### config.mk
export PLATFORM = sky130hd
export DESIGN_NAME = playfair_digraph_encryptor_unit_flat
export DESIGN_NICKNAME = d
export VERILOG_FILES = /design/src/hdl/plf_pkg.sv /design/src/hdl/plf_in_if.sv /design/src/hdl/plf_out_if.sv /design/src/hdl/plf_ctrl.sv /design/src/hdl/plf_dp.sv /design/src/hdl/playfair_digraph_encryptor_unit.sv /design/src/flat_wrapper.sv
export SDC_FILE = /design/constraint.sdc
export NUM_CORES = 1
export LEC_CHECK = 0
export ABC_CLOCK_PERIOD_IN_PS = 4800
export BUFFER_PORTS_ARGS = -buffer_cell sky130_fd_sc_hd__buf_2
export CORE_UTILIZATION = 41
export CTS_BUF_LIST = sky130_fd_sc_hd__clkbuf_4
export CTS_CLUSTER_SIZE = 14
export DETAILED_ROUTE_END_ITERATION = 6
export GPL_TIMING_DRIVEN = 0
export HOLD_SLACK_MARGIN = 0.02
export RECOVER_POWER = 100
export SYNTH_ARGS = -nofsm -noshare
export SYNTH_HDL_FRONTEND = slang
export SYNTH_SLANG_ARGS = --single-unit
### constraint.sdc
create_clock -name clk -period 4.8 [get_ports clk]
set_input_delay 0 -clock clk [delete_from_list [all_inputs] [get_ports clk]]
set_output_delay 0 -clock clk [all_outputs]
set_load 0.005 [all_outputs]
### src/hdl/plf_pkg.sv
// ----------------------------------------------------------------------------
// plf_pkg
// Shared types, codes and square helpers for the playfair encryptor.
// ----------------------------------------------------------------------------
package plf_pkg;

    localparam int SQUARE_SIDE = 5;
    localparam int CELLS       = SQUARE_SIDE * SQUARE_SIDE;
    localparam int NUM_LETTERS = 26;
    localparam int LW          = 5;
    localparam int PW          = $clog2(CELLS);
    localparam int RW          = $clog2(SQUARE_SIDE);

    localparam logic [LW-1:0] CODE_I = LW'(8);
    localparam logic [LW-1:0] CODE_J = LW'(9);
    localparam logic [LW-1:0] CODE_Q = LW'(16);
    localparam logic [LW-1:0] CODE_X = LW'(23);
    localparam logic [LW-1:0] LETTER_LIMIT = LW'(NUM_LETTERS);
    localparam logic [PW-1:0] CELL_LIMIT   = PW'(CELLS);

    typedef logic [LW-1:0] letter_t;
    typedef logic [PW-1:0] pos_t;
    typedef logic [RW-1:0] rc_t;

    typedef enum logic [1:0] {
        ACT_KEY    = 2'd0,
        ACT_FINISH = 2'd1,
        ACT_PLAIN  = 2'd2,
        ACT_END    = 2'd3
    } action_t;

    typedef enum logic [3:0] {
        ST_IDLE,
        ST_FILL,
        ST_LOC_A,
        ST_LOC_B,
        ST_CALC,
        ST_RD1,
        ST_OUT1,
        ST_RD2,
        ST_OUT2
    } state_t;

    typedef struct packed {
        logic take;
        logic fill_step;
        logic loc_a;
        logic loc_b;
        logic calc;
        logic rd1;
        logic rd2;
    } plf_cmd_t;

    typedef struct packed {
        logic start_fill;
        logic pair_go;
        logic fill_done;
    } plf_status_t;

    function automatic rc_t row_of(input pos_t p);
        rc_t r;
        r = '0;
        for (int i = 1; i < SQUARE_SIDE; i++) begin
            if (p >= PW'(i * SQUARE_SIDE)) begin
                r = RW'(i);
            end
        end
        return r;
    endfunction

    function automatic rc_t col_of(input pos_t p);
        pos_t base;
        base = PW'(row_of(p)) * PW'(SQUARE_SIDE);
        return RW'(p - base);
    endfunction

    function automatic rc_t wrap_inc(input rc_t v);
        rc_t r;
        if (v == RW'(SQUARE_SIDE - 1)) begin
            r = '0;
        end else begin
            r = v + RW'(1);
        end
        return r;
    endfunction

    function automatic pos_t cell_index(input rc_t row, input rc_t col);
        return PW'(PW'(row) * PW'(SQUARE_SIDE) + PW'(col));
    endfunction

endpackage

### src/hdl/plf_in_if.sv
// ----------------------------------------------------------------------------
// plf_in_if
// Input channel: action and letter with valid/ready.
// ----------------------------------------------------------------------------
interface plf_in_if;
    import plf_pkg::*;

    logic          valid;
    logic          ready;
    logic [1:0]    action;
    logic [LW-1:0] letter;

    modport source (output valid, output action, output letter, input ready);
    modport sink   (input valid, input action, input letter, output ready);
endinterface

### src/hdl/plf_out_if.sv
// ----------------------------------------------------------------------------
// plf_out_if
// Output channel: cipher letter and pair marker with valid/ready.
// ----------------------------------------------------------------------------
interface plf_out_if;
    import plf_pkg::*;

    logic          valid;
    logic          ready;
    logic [LW-1:0] cipher_letter;
    logic          pair_last;

    modport source (output valid, output cipher_letter, output pair_last, input ready);
    modport sink   (input valid, input cipher_letter, input pair_last, output ready);
endinterface

### src/hdl/plf_ctrl.sv
// ----------------------------------------------------------------------------
// plf_ctrl
// Sequencer: handshakes, key fill sweep and pair encryption steps.
// ----------------------------------------------------------------------------
module plf_ctrl
    import plf_pkg::*;
(
    input  logic        clk,
    input  logic        rst_n,
    input  logic        in_valid,
    output logic        in_ready,
    output logic        out_valid,
    input  logic        out_ready,
    input  plf_status_t status,
    output plf_cmd_t    cmd
);

    state_t state_reg;
    state_t state_next;

    always_ff @(posedge clk or negedge rst_n)
    begin
        if (!rst_n) begin
            state_reg <= ST_IDLE;
        end else begin
            state_reg <= state_next;
        end
    end

    always_comb
    begin
        state_next = state_reg;
        cmd        = '0;
        in_ready   = 1'b0;
        out_valid  = 1'b0;
        case (state_reg)
            ST_IDLE:
            begin
                in_ready = 1'b1;
                if (in_valid) begin
                    cmd.take = 1'b1;
                    if (status.start_fill) begin
                        state_next = ST_FILL;
                    end else if (status.pair_go) begin
                        state_next = ST_LOC_A;
                    end
                end
            end
            ST_FILL:
            begin
                if (status.fill_done) begin
                    state_next = ST_IDLE;
                end else begin
                    cmd.fill_step = 1'b1;
                end
            end
            ST_LOC_A:
            begin
                cmd.loc_a  = 1'b1;
                state_next = ST_LOC_B;
            end
            ST_LOC_B:
            begin
                cmd.loc_b  = 1'b1;
                state_next = ST_CALC;
            end
            ST_CALC:
            begin
                cmd.calc   = 1'b1;
                state_next = ST_RD1;
            end
            ST_RD1:
            begin
                cmd.rd1    = 1'b1;
                state_next = ST_OUT1;
            end
            ST_OUT1:
            begin
                out_valid = 1'b1;
                if (out_ready) begin
                    state_next = ST_RD2;
                end
            end
            ST_RD2:
            begin
                cmd.rd2    = 1'b1;
                state_next = ST_OUT2;
            end
            ST_OUT2:
            begin
                out_valid = 1'b1;
                if (out_ready) begin
                    state_next = ST_IDLE;
                end
            end
            default:
            begin
                state_next = ST_IDLE;
            end
        endcase
    end

endmodule

### src/hdl/plf_dp.sv
// ----------------------------------------------------------------------------
// plf_dp
// Datapath: key square, letter positions, pairing and cipher lookup.
// ----------------------------------------------------------------------------
module plf_dp
    import plf_pkg::*;
(
    input  logic          clk,
    input  logic          rst_n,
    input  plf_cmd_t      cmd,
    output plf_status_t   status,
    input  logic [1:0]    action,
    input  logic [LW-1:0] letter,
    output logic [LW-1:0] cipher_letter,
    output logic          pair_last
);

    letter_t key_mem [CELLS];
    pos_t    pos_mem [NUM_LETTERS];

    logic [NUM_LETTERS-1:0] used_reg, used_next;
    pos_t    filled_reg, filled_next;
    letter_t pend_reg, pend_next;
    logic    pv_reg, pv_next;
    letter_t k_reg, k_next;

    letter_t a_reg, b_reg;
    pos_t    pa_reg, pb_reg;
    logic    fa_reg, fb_reg;
    pos_t    idx1_reg, idx2_reg;
    letter_t q_reg;
    logic    q_ok_reg;
    logic    pair_last_reg;

    letter_t code;
    logic    code_ok, space_ok, plain_ok, end_go;
    logic    wr_en;
    letter_t wr_letter;
    letter_t b_sel;

    pos_t pa, pb;
    rc_t  ra, ca, rb, cb;
    pos_t idx1, idx2;

    always_comb
    begin
        code     = (letter == CODE_J) ? CODE_I : letter;
        code_ok  = code < LETTER_LIMIT;
        space_ok = filled_reg < CELL_LIMIT;
        plain_ok = cmd.take && (action == ACT_PLAIN) && code_ok;
        end_go   = cmd.take && (action == ACT_END) && pv_reg;

        status.start_fill = action == ACT_FINISH;
        status.pair_go    = ((action == ACT_PLAIN) && code_ok && pv_reg)
                          || ((action == ACT_END) && pv_reg);
        status.fill_done  = (k_reg >= LETTER_LIMIT) || !space_ok;

        wr_en     = 1'b0;
        wr_letter = code;
        if (cmd.take && (action == ACT_KEY) && code_ok && space_ok && !used_reg[code]) begin
            wr_en = 1'b1;
        end else if (cmd.fill_step && (k_reg < LETTER_LIMIT) && space_ok
                     && (k_reg != CODE_J) && !used_reg[k_reg]) begin
            wr_en     = 1'b1;
            wr_letter = k_reg;
        end

        used_next   = used_reg;
        filled_next = filled_reg;
        if (wr_en) begin
            used_next[wr_letter] = 1'b1;
            filled_next          = filled_reg + PW'(1);
        end

        k_next = k_reg;
        if (cmd.take) begin
            k_next = '0;
        end else if (cmd.fill_step) begin
            k_next = k_reg + LW'(1);
        end

        if (pend_reg == code) begin
            b_sel = (pend_reg == CODE_X) ? CODE_Q : CODE_X;
        end else begin
            b_sel = code;
        end

        pend_next = pend_reg;
        pv_next   = pv_reg;
        if (plain_ok) begin
            if (!pv_reg) begin
                pend_next = code;
                pv_next   = 1'b1;
            end else if (pend_reg != code) begin
                pv_next = 1'b0;
            end
        end else if (end_go) begin
            pv_next = 1'b0;
        end
    end

    always_ff @(posedge clk or negedge rst_n)
    begin
        if (!rst_n) begin
            used_reg   <= '0;
            filled_reg <= '0;
            pend_reg   <= '0;
            pv_reg     <= 1'b0;
            k_reg      <= '0;
        end else begin
            used_reg   <= used_next;
            filled_reg <= filled_next;
            pend_reg   <= pend_next;
            pv_reg     <= pv_next;
            k_reg      <= k_next;
        end
    end

    // square and position stores
    always_ff @(posedge clk)
    begin
        if (wr_en) begin
            key_mem[filled_reg] <= wr_letter;
            pos_mem[wr_letter]  <= filled_reg;
        end
        if (cmd.loc_a) begin
            pa_reg <= pos_mem[a_reg];
        end
        if (cmd.loc_b) begin
            pb_reg <= pos_mem[b_reg];
        end
        if (cmd.rd1) begin
            q_reg <= key_mem[idx1_reg];
        end else if (cmd.rd2) begin
            q_reg <= key_mem[idx2_reg];
        end
    end

    always_comb
    begin
        pa = fa_reg ? pa_reg : '0;
        pb = fb_reg ? pb_reg : '0;
        ra = row_of(pa);
        ca = col_of(pa);
        rb = row_of(pb);
        cb = col_of(pb);
        if (ra == rb) begin
            idx1 = cell_index(ra, wrap_inc(ca));
            idx2 = cell_index(rb, wrap_inc(cb));
        end else if (ca == cb) begin
            idx1 = cell_index(wrap_inc(ra), ca);
            idx2 = cell_index(wrap_inc(rb), cb);
        end else begin
            idx1 = cell_index(ra, cb);
            idx2 = cell_index(rb, ca);
        end
    end

    always_ff @(posedge clk)
    begin
        if (cmd.take) begin
            a_reg <= pend_reg;
            b_reg <= (action == ACT_END) ? CODE_X : b_sel;
        end
        if (cmd.loc_a) begin
            fa_reg <= used_reg[a_reg];
        end
        if (cmd.loc_b) begin
            fb_reg <= used_reg[b_reg];
        end
        if (cmd.calc) begin
            idx1_reg <= idx1;
            idx2_reg <= idx2;
        end
        if (cmd.rd1) begin
            q_ok_reg      <= idx1_reg < filled_reg;
            pair_last_reg <= 1'b0;
        end else if (cmd.rd2) begin
            q_ok_reg      <= idx2_reg < filled_reg;
            pair_last_reg <= 1'b1;
        end
    end

    assign cipher_letter = q_ok_reg ? q_reg : '0;
    assign pair_last     = pair_last_reg;

endmodule

### src/hdl/playfair_digraph_encryptor_unit.sv
// ----------------------------------------------------------------------------
// playfair_digraph_encryptor_unit
// Playfair encryptor over a 5x5 key square built from key letters.
//
//   channel     dir   payload
//   plain_ch    in    action[1:0], letter[4:0]
//   cipher_ch   out   cipher_letter[4:0], pair_last
//
// key letter and lone plaintext letter items are taken without leaving idle.
// key finish sweeps the alphabet, one letter a cycle, until the square is full.
// a pair runs two position reads and one index step, then one square read
// and one output beat per cipher letter; each beat holds while output stalls.
// reset clears the square fill, the used-letter map and the pending letter.
// ----------------------------------------------------------------------------
module playfair_digraph_encryptor_unit
    import plf_pkg::*;
(
    input  logic       clk,
    input  logic       rst_n,
    plf_in_if.sink     plain_ch,
    plf_out_if.source  cipher_ch
);

    plf_cmd_t    cmd;
    plf_status_t status;

    plf_ctrl u_ctrl (
        .clk       (clk),
        .rst_n     (rst_n),
        .in_valid  (plain_ch.valid),
        .in_ready  (plain_ch.ready),
        .out_valid (cipher_ch.valid),
        .out_ready (cipher_ch.ready),
        .status    (status),
        .cmd       (cmd)
    );

    plf_dp u_dp (
        .clk           (clk),
        .rst_n         (rst_n),
        .cmd           (cmd),
        .status        (status),
        .action        (plain_ch.action),
        .letter        (plain_ch.letter),
        .cipher_letter (cipher_ch.cipher_letter),
        .pair_last     (cipher_ch.pair_last)
    );

endmodule
### src/flat_wrapper.sv
// flat-port wrapper written by rule: the top's interface ports become plain ports
module playfair_digraph_encryptor_unit_flat import plf_pkg::*;
  (clk, rst_n, plain_ch_valid, plain_ch_action, plain_ch_letter, plain_ch_ready, cipher_ch_valid, cipher_ch_cipher_letter, cipher_ch_pair_last, cipher_ch_ready);
  plf_in_if plain_ch_i ();
  plf_out_if cipher_ch_i ();
  input  logic clk;
  input  logic rst_n;
  input wire logic [$bits(plain_ch_i.valid)-1:0] plain_ch_valid;
  input wire logic [$bits(plain_ch_i.action)-1:0] plain_ch_action;
  input wire logic [$bits(plain_ch_i.letter)-1:0] plain_ch_letter;
  output wire logic [$bits(plain_ch_i.ready)-1:0] plain_ch_ready;
  output wire logic [$bits(cipher_ch_i.valid)-1:0] cipher_ch_valid;
  output wire logic [$bits(cipher_ch_i.cipher_letter)-1:0] cipher_ch_cipher_letter;
  output wire logic [$bits(cipher_ch_i.pair_last)-1:0] cipher_ch_pair_last;
  input wire logic [$bits(cipher_ch_i.ready)-1:0] cipher_ch_ready;
  assign plain_ch_i.valid = plain_ch_valid;
  assign plain_ch_i.action = plain_ch_action;
  assign plain_ch_i.letter = plain_ch_letter;
  assign plain_ch_ready = plain_ch_i.ready;
  assign cipher_ch_valid = cipher_ch_i.valid;
  assign cipher_ch_cipher_letter = cipher_ch_i.cipher_letter;
  assign cipher_ch_pair_last = cipher_ch_i.pair_last;
  assign cipher_ch_i.ready = cipher_ch_ready;
  playfair_digraph_encryptor_unit u_core (.clk(clk), .rst_n(rst_n), .plain_ch(plain_ch_i), .cipher_ch(cipher_ch_i));
endmodule
==> Yosys cells after proc, flatten, opt, wreduce, memory -nomap -nowiden <==
Memory sizes are Yosys's and may differ from the RTL's. A register that Yosys moved wholly into a read port is not among the register bits.
Cells that the tools add are included.
{ "totals": {"mem_bits_rw": 255, "ff_bits": 75, "romBits": 0, "n_memories": 2, "input_bits": 11, "elab_cells": 187, "latch_bits": 0} }
{ "op_classes": {"mux": 74, "n_reduce_logical": 29, "n_mul": 4, "bitwise_logic": 2, "shifts": 0, "magnitude_cmp": 20, "div_mod_pow": 0, "n_addsub": 14, "n_eq_ne": 27} }
{ "memory_table": {"columns": ["name", "depth", "width", "read_ports", "rd_ports_with_merged_regs", "wr", "line", "rtl"], "rows": [
  ["u_core.u_dp.pos_mem", 26, 5, 2, 2, 1, "plf_dp.sv:19", "pos_t pos_mem [NUM_LETTERS];"],
  ["u_core.u_dp.key_mem", 25, 5, 2, 2, 1, "plf_dp.sv:18", "letter_t key_mem [CELLS];"]
]} }
{ "ops": {"columns": ["op", "n"], "rows": [
  ["two-way mux 5 bit", 17],
  ["two-way mux 3 bit", 17],
  ["case mux 4 bit (9 select lines)", 1],
  ["adder 5 x 3 -> 5 bit", 6],
  ["< comparator 5 x 6 -> 1 bit, second input constant", 5],
  ["two-way mux 1 bit", 28],
  ["bitwise OR 26 bit", 1],
  ["two-way mux 4 bit", 6],
  ["binary-select mux 1 bit (select 5 bit)", 4],
  ["greater-or-equal comparator 5 x 4 -> 1 bit, second input constant", 4],
  ["multiplier 3 x 3 -> 5 bit, second input constant", 4],
  ["equality test 4 x 3 -> 1 bit, second input constant", 4],
  ["logical AND 1 bit", 16],
  ["greater-or-equal comparator 5 bit, second input constant", 3],
  ["< comparator 5 bit, second input constant", 3],
  ["adder 3 x 1 -> 3 bit, second input constant", 4],
  ["equality test 3 bit, second input constant", 4],
  ["adder 5 x 1 -> 5 bit, second input constant", 2],
  ["greater-or-equal comparator 5 x 3 -> 1 bit, second input constant", 2],
  ["< comparator 5 bit", 2],
  ["equality test 4 x 2 -> 1 bit, second input constant", 2],
  ["equality test 3 bit", 2],
  ["!= test 2 bit, second input constant", 3],
  ["nonzero test 2 bit", 3],
  ["22 further kinds", 27]
]} }

==> Longest topological paths before layout <==
{ "depth": {"ltp_word": 16, "depth_mapped": 19} }

==> Modules after synthesis <==
Synthesis repeated with hierarchy kept, for this count alone.
{ "unflattened": {"hier_cells": 1333, "hier_area_um2": 19324.8} }
{ "by_module_without_submodules": {"columns": ["module", "area_each_um2", "n_inst", "cells_each"], "rows": [
  ["plf_dp", 18977.0, 1, 1295],
  ["plf_ctrl", 347.8, 1, 38]
]} }

==> Worst setup path after synthesis <==
No wires, ideal clock.
{ "synth_timing": {"path_kind": "flip-flop to flip-flop", "startpoint": "register u_core.u_dp.pa_reg[3], read port of u_core.u_dp.pos_mem", "endpoint": "register u_core.u_dp.idx1_reg[4] (data pin)", "t_arrival_ps": 3679, "t_required_ps": 4536, "path_slack_ps": 857, "stages_incl_launch_ff": 18, "path_cell_list": "edfxtp_1 maj3_2 o21ai_2 inv_1 nor2_1 ha_1 fa_1 inv_1 ha_1 nor2_1 mux2_2 ha_1 a21oi_1 a31oi_1 a21oi_1 o32ai_1 a21oi_1 a31oi_1"} }
{ "synth_between": {"elab_chain_len": 14} }
{ "synth_rtl": {"columns": ["element", "line", "rtl"], "rows": [
  ["start, declared", "plf_dp.sv:28", "pos_t pa_reg, pb_reg;"],
  ["two-way mux 5 bit (*)", "plf_dp.sv:141", "pa = fa_reg ? pa_reg : '0;"],
  ["greater-or-equal comparator 5 x 3 -> 1 bit", "plf_pkg.sv:64", "if (p >= PW'(i * SQUARE_SIDE)) begin"],
  ["two-way mux 1 bit", "plf_pkg.sv:64", null],
  ["two-way mux 3 bit (2 in series)", "plf_pkg.sv:64", null],
  ["two-way mux 3 bit (*)", "plf_pkg.sv:64", null],
  ["parallel branches: the longest is 7 deep, another holds multiplier 3 x 3 -> 5 bit", null, null],
  ["two-way mux 5 bit (*)", "plf_dp.sv:147", "if (ra == rb) begin"],
  ["named net u_core.u_dp.idx1[4]", "plf_dp.sv:43", "pos_t idx1, idx2;"],
  ["end signal, assigned", "plf_dp.sv:172", "idx1_reg <= idx1;"],
  ["end, declared", "plf_dp.sv:30", "pos_t idx1_reg, idx2_reg;"]
]} }
Mark *: on every way through the listed nets, which the timed path passes. The select of a mux whose other input is x is not followed.
A chain may end at the register's enable or synchronous reset.

==> Worst setup path in the final report <==
{ "layout_timing": {"startpoint": "register u_core.u_dp.filled_reg[2]", "endpoint": "memory u_core.u_dp.pos_mem[13][2] in the netlist's numbering, enable pin"} }
{ "layout_between": {"elab_chain_len": 13} }
{ "layout_rtl": {"columns": ["element", "line", "rtl"], "rows": [
  ["start, declared", "plf_dp.sv:22", "pos_t filled_reg, filled_next;"],
  ["start signal, assigned", "plf_dp.sv:112", "filled_reg <= filled_next;"],
  ["< comparator 5 bit (*)", "plf_dp.sv:49", "space_ok = filled_reg < CELL_LIMIT;"],
  ["logical NOT 1 bit", "plf_dp.sv:56", "status.fill_done = (k_reg >= LETTER_LIMIT) || !space_ok;"],
  ["logical OR 1 bit", "plf_dp.sv:56", null],
  ["two-way mux 1 bit", "plf_ctrl.sv:51", "if (status.fill_done) begin"],
  ["two-way mux 1 bit", "plf_ctrl.sv:36", "case (state_reg)"],
  ["logical AND 1 bit (2 in series)", "plf_dp.sv:62", "end else if (cmd.fill_step && (k_reg < LETTER_LIMIT) && space_ok"],
  ["logical AND 1 bit (2 in series)", "plf_dp.sv:63", "&& (k_reg != CODE_J) && !used_reg[k_reg]) begin"],
  ["two-way mux 1 bit", "plf_dp.sv:62", null],
  ["two-way mux 1 bit", "plf_dp.sv:60", "if (cmd.take && (action == ACT_KEY) && code_ok && space_ok && !used_reg[code]) begin"],
  ["two-way mux 1 bit", "plf_dp.sv:122", "if (wr_en) begin"],
  ["two-way mux 1 bit (not written as such)", "plf_dp.sv:124", "pos_mem[wr_letter] <= filled_reg;"],
  ["end, declared", "plf_dp.sv:19", null]
]} }
Mark *: on every way between the ends. The rest lies on a longest branch, timed or not.

==> flow_metrics.env <==
export IMPL_worst_path_buf_inv=2
export IMPL_largest_register_ffs=130
export IMPL_synth_edf_count=293
export IMPL_final_core_util_pct=46.2
export IMPL_rsz0062_at_grt="false"
export IMPL_fin_skew_ps=48.6
export IMPL_rows=77
export IMPL_yosys_warnings=0
export IMPL_htree_num_levels=3
export IMPL_synth_seq_area_share_pct=55.0
export IMPL_drt_pass1_iterations=5
export IMPL_core_area_sq_um=44300
export IMPL_cts_tree="yes"
export IMPL_period_share_pct=95.6
export IMPL_drive_gt1_share_pct=25.4
export IMPL_cp_common_cell="clkbuf_1"
export IMPL_arrival_ps=4970
export IMPL_drt_initial_drc_count=975
export IMPL_p_per_area_nw_per_um2=605
export IMPL_start_util_pct=41.7
export IMPL_fin_ws_ps=211
export IMPL_cts_buffer_depth=3
export IMPL_violations="max-capacitance violations, max-slew violations"
export IMPL_setup_viol=0
export IMPL_outcome="finished with violations"
export IMPL_cap_violations=1
export IMPL_crit_path_end_kind="register"
export IMPL_synthArstFlopShare_pct=13.1
export IMPL_ant_nets=0
export IMPL_required_ps=5180
export IMPL_die_height_microns=214
export IMPL_cp_slowest_cell="nor2_1"
export IMPL_synth_distinct_cells=77
export IMPL_nets=1411
export IMPL_final_cells=2001
export IMPL_post_cts_setup_buffer_count=0
export IMPL_clock_fmax_mhz=218
export IMPL_clk_pin_slew_ps=60
export IMPL_ys_flop_type="edfxtp_1"
export IMPL_area_growth_pct=10.8
export IMPL_grt_ovfl_total=0
export IMPL_setup_worst_path_class="register to register"
export IMPL_hold_path_class="primary input to register"
export IMPL_finalHoldViolations=0
export IMPL_synth_cell_area_sq_um=18500
export IMPL_cts_sinks=350
export IMPL_gp_congestion=0.856
export IMPL_port_buffers=15
export IMPL_grt_start_max_net_pins=47
export IMPL_worstPathCellList="clkbuf_1 -> o311a_1 -> nand3b_1 -> or3_1 -> o31ai_4 -> clkbuf_1 -> nand3_1 -> o31a_1 -> nor2_1"
export IMPL_route_detailed_drc=0
export IMPL_antenna_found_initial=2
export IMPL_vias=11500
export IMPL_grt_pass1_vias=11900
export IMPL_ir_drop_uv=298
export IMPL_p_leak_nw=7.05
export IMPL_clkLatencyLatePin_ps=810
export IMPL_path_delay_family="simple AND/OR/NAND/NOR gates"
export IMPL_via_per_inst=5.74
export IMPL_numCtsBuffers=89
export IMPL_slew_headroom_pct=-85.4
export IMPL_die_area_sq_um=45900
export IMPL_grt_use_total_pct=20.8
export IMPL_tightest_slew_ps=2780
export IMPL_pre_cts_ws_ps=92.3
export IMPL_syn_inst=1223
export IMPL_maxSlewViolCount=47
export IMPL_wl_per_cell_microns=23.6
export IMPL_cts_root_buf="clkbuf_4"
export IMPL_die_w_microns=214
export IMPL_avgSynthCellArea_sq_um=15.1
export IMPL_io_pins=19
export IMPL_critPathMaxFanout=27
export IMPL_synth_seq_cells=350
export IMPL_synth_nets=1289
export IMPL_startpoint_type="register"
export IMPL_period_needed_ps=4590
export IMPL_wl_mm=47.1
export IMPL_cp_slowest_stage_delay_ps=840
export IMPL_dp_hpwl_mm=33.2
export IMPL_place_inst=1833
export IMPL_total_power_w=0.0124
export IMPL_grt_pass1_wl_mm=71.3
cells in the final DEF, fill, tap and decap left out, types with 13 or more instances in the layout:
cell        n
edfxtp_1  293
mux4_2    156
clkbuf_4  124
nor2_1     80
nand2_1    66
clkbuf_1   63
a21oi_1    49
ha_1       47
dfrtp_1    46
mux2i_1    38
a211oi_1   32
inv_1      31
o21ai_0    29
nor2b_1    26
or2_1      20
mux2_2     19
clkinv_1   17
xnor2_1    16
xor2_1     14
a31oi_1    14
buf_2      13
routing by layer:
metal	vias to the layer above	routed length (microns)	track usage, %
met5	-	12	0
met4	2	1660	9.07
li1	5156	-	-
met2	401	23000	34.3
met1	5814	19400	26.3
met3	104	3020	4.88
cell type report:
class                           instances  area [sq um]
Fill cell                            3990         23800
Sequential cell                       350         10200
Multi-Input combinational cell        766          7850
Clock buffer                          124           931
Tap cell                              592           741
Buffer                                 73           295
Timing Repair Buffer                   31           228
Clock inverter                         30           133
Inverter                               34           128
Antenna cell                            1          2.50
power by group:
part	switching [W]	internal, W
combinational	0.00312	0.00239
clock	0.00122	0.00120
sequential	0.000456	0.00400
worst paths after layout:
kind,startpoint,to,slack [ps],cells after the start
worst max register to register,u_core.u_dp.filled_reg[2]$_DFFE_PN0N_,u_core.u_dp.pos_mem[13][2]$_DFFE_PP_,210,9
worst min register to register,u_core.u_dp.idx2_reg[0]$_DFFE_PP_,register,490,1
max in group asynchronous,rst_n,u_core.u_dp.k_reg[0]$_DFFE_PN0P_,1790,4
min in group asynchronous,rst_n,u_core.u_dp.filled_reg[3]$_DFFE_PN0N_,1410,4
worst max-delay path,u_core.u_dp.filled_reg[2]$_DFFE_PN0N_,u_core.u_dp.pos_mem[13][2]$_DFFE_PP_,210,9
worst min-delay path,plain_ch_letter[0],u_core.u_dp.pend_reg[0]$_DFFE_PN0P_,140,4
cell families after synthesis:
family          synth area share, %
mux                            22.9
buf+inv                        2.37
compound gates                 6.67
xor+xnor                       1.56
simple gates                   7.30
fa+ha+maj                      4.16
flops                          55.0
metrics by stage:
stage | hold WS, ps | area (sq um) | setup TNS [ps]
3_3_place_gp | 273 | 19300 | -71980
5_1_grt | 129 | 20500 | 0
2_1_floorplan | -296 | 18500 | 0
6_report | 139 | 20500 | 0
4_1_cts | 59.4 | 20600 | 0
3_5_place_dp | 297 | 19400 | 0
cells in the mapped netlist (all sizes together) (14+ instances only):
master	count	area share (%)
a211oi	32	1.3
a21oi	49	1.4
a31oi	14	0.51
buf	28	0.76
clkbuf	45	0.91
dfrtp	46	6.2
edfxtp	293	48
ha	47	3.2
inv	33	0.67
mux2	30	1.8
mux2i	38	2.1
mux4	156	19
nand2	66	1.3
nor2	83	1.8
nor2b	26	0.88
o21ai	38	1.1
or2	28	0.95
xnor2	17	0.81
xor2	15	0.75
tightest hold or removal path, stage by stage:
cell	delay (ps)
buf_2	150
buf_2	210
o21ai_0	340
o21ai_0	150
what timing repair did:
item | CTS | global route
hold buffers | 13 | 0
hold endpoints to repair | 75 | 0
endpoints found under the setup margin | 0 | 8
resized for setup | 0 | 5
Note: power is estimated with default switching activity, not from simulation.
